### src/hdl/ptcp_mul.sv
// Shared 33x33 signed multiplier with registered product.
// No dependencies.
`timescale 1ns / 1ps

module ptcp_mul (
  input  logic               clk_i,
  input  logic signed [32:0] a_i,
  input  logic signed [32:0] b_i,
  output logic signed [65:0] p_o
);

  logic signed [65:0] p_q;

  always_ff @(posedge clk_i) begin
    p_q <= 66'(a_i) * 66'(b_i);
  end

  assign p_o = p_q;

endmodule

### config.mk
export PLATFORM = sky130hd
export DESIGN_NAME = ptcp_mul
export DESIGN_NICKNAME = d
export VERILOG_FILES = /design/src/hdl/ptcp_mul.sv
export SDC_FILE = /design/constraint.sdc
export NUM_CORES = 2
export LEC_CHECK = 0
export BUFFER_PORTS_ARGS = -buffer_cell sky130_fd_sc_hd__clkbuf_2
export CORE_ASPECT_RATIO = 0.7
export CORE_MARGIN = 2
export CORE_UTILIZATION = 60
export DETAILED_ROUTE_END_ITERATION = 6
export PLACE_DENSITY = 0.78
export SLEW_MARGIN = 20
export SYNTH_ARGS = -nofsm -noshare
export SYNTH_HDL_FRONTEND = slang
export SYNTH_SLANG_ARGS = --single-unit
### constraint.sdc
create_clock -name clk_i -period 22.6 [get_ports clk_i]
set_input_delay 3.39 -clock clk_i [delete_from_list [all_inputs] [get_ports clk_i]]
set_output_delay 3.39 -clock clk_i [all_outputs]
set_load 0.01 [all_outputs]
# Yosys cells after proc, flatten, opt, wreduce, memory -nomap -nowiden
# Index checks and enable logic that the tools add are counted.
# totals
register_bits	66
inputBits	67
out_inout_bits	66
word_cells	2
# op_classes
mul	1
# op_table
op	n
multiplier 33 x 33 -> 66 bit	1

# Depth between registers and ports, before layout
# logic_depth
ltp_word	1
mapped_depth	27

# Worst setup path before layout
# Ideal clock, no wire load.
# synth_timing
path_kind	input port to flip-flop
from	in a_i[32]
to	reg p_q[62] (netlist: p_o[62])
setup_time_ns	0.079
arrival_time_ns	10.547
required_ns	22.521
slack_ns	11.974
cell_stages	23
n_path_buf	2
cell_sequence	clkbuf_1 -> nand2_1 -> inv_1 -> fa_1 -> fa_1 -> fa_1 -> fa_1 -> fa_1 -> fa_1 -> fa_1 -> inv_1 -> fa_1 -> inv_1 -> ha_1 -> clkbuf_1 -> and3_1 -> nand3_1 -> nand2b_1 -> a2111oi_4 -> a211oi_4 -> a21o_2 -> a21o_1 -> a211oi_2
# synth_via
elab_chain_cells	1
# synth_lines
item	line_no	rtl
start, declared	7	input logic signed [32:0] a_i,
multiplier 33 x 33 -> 66 bit	15	p_q <= 66'(a_i) * 66'(b_i);
end signal, assigned	15	
end, declared	12	logic signed [65:0] p_q;
# No other way between the ends.

# Worst setup path in the final report
# layout_timing
from	in a_i[6]
to	reg p_q[58] (netlist: p_o[58])
# Same word-level chain as after synthesis.

==> impl_metrics.csv <==
group,metric,value,unit
status,outcome,"finished clean",
logic_synthesis,synth.area.top_cells,"fa_1, inv_1, and2_1, ha_1, nand2_1",
sta,max_slew_margin,25.5,%
route,drc,0,
sta,fmax,0.0897,GHz
logic_synthesis,netlist_top_cells_count,"fa_1, inv_1, and2_1",
global_routing,grt_pass1_vias,31200,
logic_synthesis,async_flop_share,0,%
floorplan,coreArea,66800,um2
sta,finalSetupViolations,0,
placement,hpwl,90200,um
route,via_per_inst,5.57,
floorplan,die_area,70000,um2
cells_and_area,area_delta_synth_final,3.28,%
logic_synthesis,seq_area_frac_synth,3.24,%
logic_synthesis,synth-edff-count,0,
route,wl_met3,20100,um
route,wl_per_cell,21.4,um
logic_synthesis,synthFlopType,"dfxtp_1",
setup_path,start_kind,"input pin",
global_routing,grt_usage,34.2,%
route,ant_nets,0,
logic_synthesis,synth-adder-area-share,62.9,%
route,dr_wl_met2,41900,um
global_routing,antenna_found_initial,9,
clock_network,cts_sinks,66,
logic_synthesis,synth_top_area_share,56.3,%
logic_synthesis,muxShareOfSynthArea,0,%
placement,numPortBuffers,132,
setup_path,cp_num_buf_inv,7,
logic_synthesis,yosysWarningCount,0,
clock_network,clk_pin_slew,0.07,ns
clock_network,cts-resized-gates,0,
sta,hold_viol_final,0,
logic_synthesis,syn-mean-instance-area,9.39,um2
sta,final_max_slew_viol_count,0,
clock_network,cts_buffers,9,
logic_synthesis,synthCells,4338,
setup_path,max_stage_delay,0.63,ns
setup_path,cp_slowest_cell,"fa_1",
sta,worst_pin_slew,1.12,ns
clock_network,cts_hold_buf,0,
cells_and_area,drive_gt1_share,4.67,%
floorplan,rows,79,
route,top_layer_used,"met5",
logic_synthesis,yosys.area_share.simple,15.8,%
setup_path,crit_fanout,33,
logic_synthesis,syn-cell-area,40700,um2
logic_synthesis,syn-num-nets,5767,
setup_path,crit_top_cell,"fa_1",
setup_path,critPathCaptureType,"register",
clock_network,h-tree-depth,3,
setup_path,cp.required,22.82,ns
sta,grt_setup_unrepaired,"false",
floorplan,ios,133,
global_routing,grt_max_degree,34,
logic_synthesis,synth.distinct_cells,80,
logic_synthesis,synth-compound-area-share,4.07,%
route,first_pass_iters,5,
clock_network,clockBufferDepth,2,
global_routing,grt-ovfl-total,0,
clock_network,cts_root_buf,"clkbuf_16",
setup_path,cp_top_family,"adder cells",
clock_network,cts_tree,"yes",
sta,period_share,49.3,%
min_path,hp-class,"input pin to register",
floorplan,start_util,61.0,%
route,routed_wl,111000,um
logic_synthesis,yosysMostFrequentCell,"fa_1",
route,drt-met1-wl,47300,um
route,drt_iter0_drc,2860,
cells_and_area,nets,5703,
cells_and_area,largest_register_ffs,66,
placement,gp_congestion,0.944,
floorplan,die_h,222,um
global_routing,grt_pass1_wl,182000,um
setup_path,crit_type,"input pin to register",
sta,setup-tns-final,0,ns
logic_synthesis,ys_seq_elements,66,
logic_synthesis,synth_xor_area_share,1.46,%
logic_synthesis,synth_top_family_by_area,"adder cells",
logic_synthesis,synth_top_cell_by_area,"fa_1",
route,num_vias,28800,
setup_path,cp.arrival,11.37,ns
floorplan,dieWidth,315,um
flow_run,maxCapViolations,0,
cells_and_area,fillers,5442,
clock_network,postCtsSetupRepairBufs,0,
sta,min_period,11.15,ns
[through the flow]
stage | instances | area (um2) | hold WS [ns] | util [%] | setup slack, ns
final | 5174 | 42100 | 3.64 | 63.0 | 11.45
after global routing | 5172 | 42100 | 3.65 | 63.0 | 11.10
after detailed placement | 5154 | 41800 | 3.78 | 62.5 | 11.07
after floorplan | 4338 | 40700 | 3.52 | - | 11.97
after CTS | 5170 | 42100 | 3.62 | 62.9 | 11.41
after global placement | 5154 | 41800 | 3.78 | 62.5 | 11.11
[area by class of cell]
class                      instances  area [um2]  area share (%)
multi-input combinational       2920       34300            81.6
inverter                        1131        4250            10.1
sequential                        66        1320            3.14
tap                              891        1110            2.65
timing repair buffer             146         766            1.82
clock buffer                       9         225           0.535
clock inverter                     7        68.8           0.164
antenna                            4        10.0          0.0238
[layout by cell type, fill, tap and decap left out, drive strengths merged, types with 11 or more instances in the layout]
cell type  synthesis  layout
fa              1145    1145
a21o              38      38
nand2            551     551
nand2b            12      12
buf               13      14
xnor2             43      43
nor2              68      68
a211oi            11      11
dfxtp             66      66
nand3             26      26
o21ai             33      33
clkbuf           208     141
and2             563     563
inv             1131    1131
ha               217     217
a21oi             61      61
o21bai            11      11
nand4             12      12
xor2              25      25
[cells by family after synthesis]
| logic type | Yosys count |
|---|---|
| fa+ha+maj | 1362 |
| buf+inv | 1352 |
| simple gates | 1271 |
| compound gates | 219 |
| xor+xnor | 68 |
| flops | 66 |
[per-layer routing]
| layer | up-vias | global-route usage (%) |
|---|---|---|
| met5 | - | 1.24 |
| li1 | 12200 | - |
| met3 | 124 | 18.4 |
| met2 | 1838 | 43.2 |
| met1 | 14600 | 52.2 |
| met4 | 13 | 4.98 |
[final timing paths]
path              startpoint  endpoint  slack (ns)  depth (start not counted)
setup / recovery      a_i[6]   p_o[58]       11.45                         25
hold / removal        a_i[0]    p_o[0]        3.64                          3
Power is left out: the tool's default activity adds up to more than one toggle a clock period on the data nets, which glitch-free logic cannot reach.
