File: src/hdl/ptcp_pkg.sv
// Shared types, constants and helpers of the closest point unit.
// No dependencies; used by the divider and the top level through scoped names.
`timescale 1ns / 1ps

package ptcp_pkg;

  typedef logic signed [31:0] coord_t;
  typedef coord_t vec_t [3];

  localparam logic [62:0] DMAX     = 63'h7FFF_FFFF_FFFF_FFFF;
  localparam logic [32:0] SQ_LIMIT = 33'h0_B504_F333;

  localparam logic [2:0] CFG_QUERY_X = 3'd0;
  localparam logic [2:0] CFG_QUERY_Y = 3'd1;
  localparam logic [2:0] CFG_QUERY_Z = 3'd2;
  localparam logic [2:0] CFG_START_X = 3'd3;
  localparam logic [2:0] CFG_START_Y = 3'd4;
  localparam logic [2:0] CFG_START_Z = 3'd5;
  localparam logic [2:0] CFG_START_D = 3'd6;

  typedef enum logic [19:0] {
    S_IDLE = 20'h00001,
    S_LOAD = 20'h00002,
    S_CRN  = 20'h00004,
    S_DNN  = 20'h00008,
    S_DWN  = 20'h00010,
    S_DIVT = 20'h00020,
    S_PROJ = 20'h00040,
    S_SQP  = 20'h00080,
    S_CHK  = 20'h00100,
    S_ESET = 20'h00200,
    S_EVEC = 20'h00400,
    S_CRE  = 20'h00800,
    S_DCN  = 20'h01000,
    S_DLL  = 20'h02000,
    S_DLR  = 20'h04000,
    S_DIVP = 20'h08000,
    S_EPT  = 20'h10000,
    S_SQD  = 20'h20000,
    S_UPD  = 20'h40000,
    S_FIN  = 20'h80000
  } state_e;

  typedef struct packed {
    logic        start;
    logic [63:0] u;
    logic [63:0] d;
    logic [32:0] cap;
  } div_req_t;

  typedef struct packed {
    logic        done;
    logic [32:0] q;
  } div_rsp_t;

  // cross product term order: x = a1b2 - a2b1, y = a2b0 - a0b2, z = a0b1 - a1b0
  function automatic logic [2:0] cross_a(input logic [2:0] k);
    logic [2:0] r;
    case (k)
      3'd0:    r = 3'd1;
      3'd1:    r = 3'd2;
      3'd2:    r = 3'd2;
      3'd3:    r = 3'd0;
      3'd4:    r = 3'd0;
      default: r = 3'd1;
    endcase
    return r;
  endfunction

  function automatic logic [2:0] cross_b(input logic [2:0] k);
    logic [2:0] r;
    case (k)
      3'd0:    r = 3'd2;
      3'd1:    r = 3'd1;
      3'd2:    r = 3'd0;
      3'd3:    r = 3'd2;
      3'd4:    r = 3'd1;
      default: r = 3'd0;
    endcase
    return r;
  endfunction

  function automatic coord_t pick(input vec_t v, input logic [2:0] k);
    coord_t r;
    case (k)
      3'd0:    r = v[0];
      3'd1:    r = v[1];
      default: r = v[2];
    endcase
    return r;
  endfunction

endpackage

File: src/hdl/ptcp_div.sv
// Bit-serial restoring divider: min(floor(u * 2^FRAC_BITS / d), cap).
// Depends on ptcp_pkg (request and response structs).
`timescale 1ns / 1ps

module ptcp_div #(
  parameter int FRAC_BITS = 16
) (
  input  logic               clk_i,
  input  logic               rst_ni,
  input  ptcp_pkg::div_req_t req_i,
  output ptcp_pkg::div_rsp_t rsp_o
);

  localparam int NB    = 64 + FRAC_BITS;
  localparam int CNT_W = $clog2(NB);

  logic             busy_q, busy_d;
  logic             done_q, done_d;
  logic [CNT_W-1:0] cnt_q, cnt_d;
  logic [NB-1:0]    num_q, num_d;
  logic [64:0]      rem_q, rem_d;
  logic [33:0]      quo_q, quo_d;
  logic             ovf_q, ovf_d;
  logic [63:0]      den_q, den_d;
  logic [32:0]      cap_q, cap_d;

  logic [64:0] r_sh;
  logic        ge;
  logic [33:0] q_nx;

  always_comb begin
    r_sh = {rem_q[63:0], num_q[NB-1]};
    ge   = r_sh >= {1'b0, den_q};
    q_nx = {quo_q[32:0], ge};

    busy_d = busy_q;
    done_d = 1'b0;
    cnt_d  = cnt_q;
    num_d  = num_q;
    rem_d  = rem_q;
    quo_d  = quo_q;
    ovf_d  = ovf_q;
    den_d  = den_q;
    cap_d  = cap_q;

    if (req_i.start) begin
      busy_d = 1'b1;
      cnt_d  = '0;
      num_d  = {req_i.u, {FRAC_BITS{1'b0}}};
      rem_d  = '0;
      quo_d  = '0;
      ovf_d  = 1'b0;
      den_d  = req_i.d;
      cap_d  = req_i.cap;
    end else if (busy_q) begin
      num_d = {num_q[NB-2:0], 1'b0};
      rem_d = ge ? r_sh - {1'b0, den_q} : r_sh;
      if (!ovf_q) begin
        if (q_nx > {1'b0, cap_q}) begin
          ovf_d = 1'b1;
        end else begin
          quo_d = q_nx;
        end
      end
      if (cnt_q == CNT_W'(NB - 1)) begin
        busy_d = 1'b0;
        done_d = 1'b1;
      end else begin
        cnt_d = cnt_q + 1'b1;
      end
    end
  end

  always_ff @(posedge clk_i or negedge rst_ni) begin
    if (!rst_ni) begin
      busy_q <= 1'b0;
      done_q <= 1'b0;
      cnt_q  <= '0;
    end else begin
      busy_q <= busy_d;
      done_q <= done_d;
      cnt_q  <= cnt_d;
    end
  end

  always_ff @(posedge clk_i) begin
    num_q <= num_d;
    rem_q <= rem_d;
    quo_q <= quo_d;
    ovf_q <= ovf_d;
    den_q <= den_d;
    cap_q <= cap_d;
  end

  assign rsp_o.done = done_q;
  assign rsp_o.q    = ovf_q ? cap_q : quo_q[32:0];

endmodule

File: config.mk
export PLATFORM = sky130hd
export DESIGN_NAME = ptcp_div
export DESIGN_NICKNAME = d
export VERILOG_FILES = /design/src/hdl/ptcp_pkg.sv /design/src/hdl/ptcp_div.sv
export SDC_FILE = /design/constraint.sdc
export NUM_CORES = 1
export LEC_CHECK = 0
export BUFFER_PORTS_ARGS = -buffer_cell sky130_fd_sc_hd__buf_2
export CORE_MARGIN = 8
export CORE_UTILIZATION = 59
export CTS_CLUSTER_DIAMETER = 80
export DETAILED_ROUTE_END_ITERATION = 8
export HOLD_SLACK_MARGIN = 0.02
export PLACE_DENSITY = 0.81
export SLEW_MARGIN = 20
export SYNTH_ARGS = -nofsm -noshare
export SYNTH_HDL_FRONTEND = slang
export SYNTH_SLANG_ARGS = --single-unit
File: constraint.sdc
create_clock -name clk_i -period 5.8 [get_ports clk_i]
set_clock_uncertainty 0.1 [all_clocks]
set_input_delay 0.29 -clock clk_i [delete_from_list [all_inputs] [get_ports clk_i]]
set_output_delay 0.29 -clock clk_i [all_outputs]
set_load 0.1 [all_outputs]
Word level (Yosys, flattened, before mapping):

Index checks and enable logic that the tools add are counted.

* magnitude comparators: 2
* eq/ne operators: 2
* reduce and logical (&&, ||, !) cells: 3
* bitwise logic cells: 2
* mux-type cells: 15
* add/sub/neg operators: 2

Operators with widths (number)
* two-way mux 80 bit: 2
* >= comparator 65 x 64 -> 1 bit: 1
* two-way mux 64 bit: 1
* subtractor 64 bit: 1
* greater-than comparator 34 x 33 -> 1 bit: 1
* two-way mux 33 bit: 1
* two-way mux 7 bit: 3
* two-way mux 1 bit: 8
* adder 7 x 1 -> 7 bit (second input constant): 1
* == test 7 bit (second input constant): 1
* AND reduction 3 bit: 1
* != test 2 bit (second input constant): 1
* NOT 1 bit: 2
* AND reduction 2 bit: 1
* nonzero test 2 bit: 1

* flip-flop bits (word level): 268
* bits of input ports: 164

Longest topological paths before layout:

* depth after elaboration: 4
* mapped depth: 24

Worst setup path after synthesis:

No wires, ideal clock.

* kind: flip-flop to flip-flop
* start: register den_q[58]
* end: register quo_q[5]
* data arrival time: 4596 ps
* clock period less this slack: 4824 ps
* required time: 5572 ps
* slack: 976 ps
* cell stages (with the launch flop): 25
* library setup time: 128 ps
* path through: edfxtp_1 > inv_1 > ha_1 > buf_2 > a21o_1 > a21o_1 > a21oi_1 > o21bai_1 > a21o_1 > a2111o_1 > a211o_2 > inv_4 > buf_4 > ha_1 > inv_1 > a21o_1 > a21oi_1 > o211ai_1 > a21oi_1 > o311ai_1 > a2111o_1 > a211oi_4 > buf_8 > mux2i_1 > nor2_1

* word-level cells in the longest chain between the ends: 4

RTL lines
* start: declaration: RTL line ptcp_div.sv:24 `logic [63:0] den_q, den_d;`
* start signal: assignment: RTL line ptcp_div.sv:91 `den_q <= den_d;`
* >= comparator 65 x 64 -> 1 bit: RTL line ptcp_div.sv:33 `ge = r_sh >= {1'b0, den_q};`
* greater-than comparator 34 x 33 -> 1 bit: RTL line ptcp_div.sv:59 `if (q_nx > {1'b0, cap_q}) begin`
* NOT 1 bit (no line)
* AND reduction 3 bit (no line)
* end signal: assignment: RTL line ptcp_div.sv:89 `quo_q <= quo_d;`
* end: declaration: RTL line ptcp_div.sv:22 `logic [33:0] quo_q, quo_d;`

No other way between the ends.
A chain may end at the register's enable or synchronous reset.

Worst setup path in the final report:

* start: register den_q[18]
* end: register quo_q[19]

The elaborated chain is that of the path after synthesis.

==> reports/qor.txt <==
crit-path most repeated cell: a21oi_1
final total power: 6.85 mW
layout cell share with drive strength beyond 1: 0.199
input/output buffers: 197
DRT Wirelength: 44900 um
Post-CTS Repair Setup Buffers: 0
Syn Area/Cell: 10.0 um^2
FP Rows: 59
clock sink count: 268
Placed Instances: 1994
DR DRC count: 0
WS Path Type: flip-flop to flip-flop
cells along the critical path: inv_1, ha_1, a21oi_1, nor3_1, nor4_2, a21oi_1, nor3_2, o21ai_1, a211o_2, inv_4, ha_1, inv_1, a21o_1, a21oi_1, o211ai_1, a21oi_1, o311ai_1, a2111o_1, a211oi_4, buf_4, mux2i_1, nor2_1
Crit-path slowest cell: a2111o_1
height of the die: 177 um
wire per inst: 20.3 um
hold crit path type: input pin to asynchronous set/reset pin
vias in the first global route: 13500
Non-Filler Instances: 2215
r2r setup slk: 400 ps
Nets: 2115
RSZ-0062 raised after global routing: false
Synth Cell Area: 15400 um^2
Final Hold Vio Count: 0
I/O Pins: 198
post-detail-place hpwl: 26100 um
most numerous cell in the Yosys netlist: nand2_1
Max Freq: 185 MHz
synth top area cells: edfxtp_1 (31%), dfxtp_1 (13%), ha_1 (8.0%), mux2_2 (7.0%), nand2_1 (4.3%)
sequential share of power: 0.363
Yosys reg bits: 268
final setup TNS: 0 ps
Pwr per Cell Area: 360 nW/um^2
largest net degree at the start of global routing: 113
area grow syn2layout: 23.8%
Setup Viol. Count Final: 0
GP Congestion: 0.945
die footprint: 31500 um^2
GRT Overall Usage: 0.276
Worst VDD drop: 301 uV
initial detailed-routing violation count: 1138
die width: 177 um
Net Sw Frac: 0.360
Synth Flop Type: edfxtp_1
Synthesis Warnings: 0
gr ovfl total: 0
Cell variety after synth: 78
Pint: 4.39 mW
Clock transition at path regs: 60 ps
EDFF count, synth: 161
Leak Pwr: 8.60 nW
first-pass GRT wire length: 70700 um
Post-Syn Nets: 1797
sw power: 2.46 mW
antenna viol nets, final: 0
Slew headroom: 0.388
Hold Worst Slack: 57.5 ps
CTS Buf Count: 29
critical path peak fanout: 27
Final Max Slew Viols: 0
ys async rst share: 0.0336
combinational power share: 0.357
Critical Path RT: 6110 ps
CTS H-tree depth: 1
CTS tree: yes
Via Count: 13200
Critical Path Max Stage Delay: 500 ps
Synth top area share: 0.315
top cells by count, synth: nand2_1 (175), edfxtp_1 (161), nor2_1 (133)
Clock Tree Buf Depth: 3
Worst-Margin Slew: 918 ps
critical path arrival: 5700 ps
core area: 25800 um^2
initial antenna violation count: 6
Yosys top cell by area: edfxtp_1
Critical Path Start Type: flip-flop
fin crit share: 0.930
root buf cell: clkbuf_16
critical path capture point type: flip-flop
Mapped Cells: 1534
post-CTS sizing: 0
Initial DRT Pass Iterations: 5
post-synthesis sequential area ratio: 0.457
vias per inst: 5.98
Register-to-Register Path Depth: 22
clk_lat worst skew: 570 ps
max_cap viols: 0
Final Util: 0.737
clock power share: 0.280
status: completed
min Tclk post-route: 5400 ps
Initial Utilization: 0.595
## registers in the layout, summed over array words and instances, names as in the netlist
signal and count:
den_q 64, busy_q 1, ovf_q 1, quo_q 33
rem_q 64, num_q 64, done_q 1, cap_q 33
cnt_q 7
## area by class of cell
cell class / count / area (um^2)
Antenna cell: 5 / 12.5
Clock buffer: 36 / 782
Clock inverter: 18 / 185
Fill cell: 1684 / 6810
Inverter: 120 / 453
Multi-Input combinational cell: 1064 / 7460
Sequential cell: 268 / 7020
Tap cell: 335 / 419
Timing Repair Buffer: 369 / 2700
## routing by layer
| metal | vias to the layer above | share of wire | wire [um] | track usage |
|---|---|---|---|---|
| met4 | 4 | 0.035 | 1590 | 0.103 |
| li1 | 6175 | - | - | - |
| met5 | - | 0.00051 | 23 | 0 |
| met3 | 137 | 0.080 | 3600 | 0.0657 |
| met2 | 633 | 0.48 | 21700 | 0.470 |
| met1 | 6286 | 0.40 | 18000 | 0.337 |
## cell families after synthesis
kind of cell	Yosys count	share of synthesized area
AOI/OAI and AO/OA	336	0.150
xor gates and xnor gates	60	0.0342
adders and majority gates	99	0.0811
buffers and inverters	202	0.0579
DFF	268	0.457
muxes	130	0.0925
and+or+nand+nor	439	0.128
## path summary, 6_finish.rpt
path,from,end
worst max register to register,den_q[18],quo_q[19]
worst min register to register,rem_q[62],rem_q[62]
worst min-delay path,rst_ni,cnt_q[1]
worst max-delay path,den_q[18],quo_q[19]
min in group clk_i,req_i[161],den_q[56]
max in group asynchronous,rst_ni,busy_q
## worst max-delay path: cells and delay by family (launching register included)
family / cells / cell delay [ps]
AO/OA/AOI/OAI: 11 / 2560
adder cells (fa/ha/maj): 2 / 490
buffers and inverters: 4 / 620
flip-flops: 1 / 320
multiplexers: 1 / 320
AND/OR/NAND/NOR: 4 / 840
## cell usage in the layout, fill, tap and decap left out, types with 38 or more instances in the layout
master         synthesis  final
a21oi_1              101    101
a311oi_1              38     38
buf_2                 13    196
dfxtp_1               98     98
dlygate4sd3_1          0    162
edfxtp_1             161    161
ha_1                  98     98
inv_1                119    118
mux2_2                96     96
nand2_1              175    175
nor2_1               133    133
o21ai_0               38     38
## through the flow
| step | setup slack, ps | cell area (um^2) |
|---|---|---|
| final | 404 | 19000 |
| after global routing | 45.0 | 19000 |
| after CTS | 527 | 19000 |
| after detailed placement | 593 | 16400 |
| after global placement | 779 | 16400 |
| after floorplan | 976 | 15400 |
## power by group through the flow
stage / registers, mW / clock network, mW / logic [mW]
2_1_floorplan: 2.45 / 0 / 1.87
3_3_place_gp: 2.49 / 0 / 2.24
3_5_place_dp: 2.51 / 0 / 2.29
4_1_cts: 2.47 / 1.90 / 2.40
5_1_grt: 2.52 / 2.00 / 2.71
6_report: 2.49 / 1.92 / 2.45
## timing repair
item / CTS / global route
hold buffers: 162 / 0
endpoints found under the hold margin: 170 / 0
setup endpoints to repair: 0 / 0
Note: power is estimated with default switching activity, not from simulation.
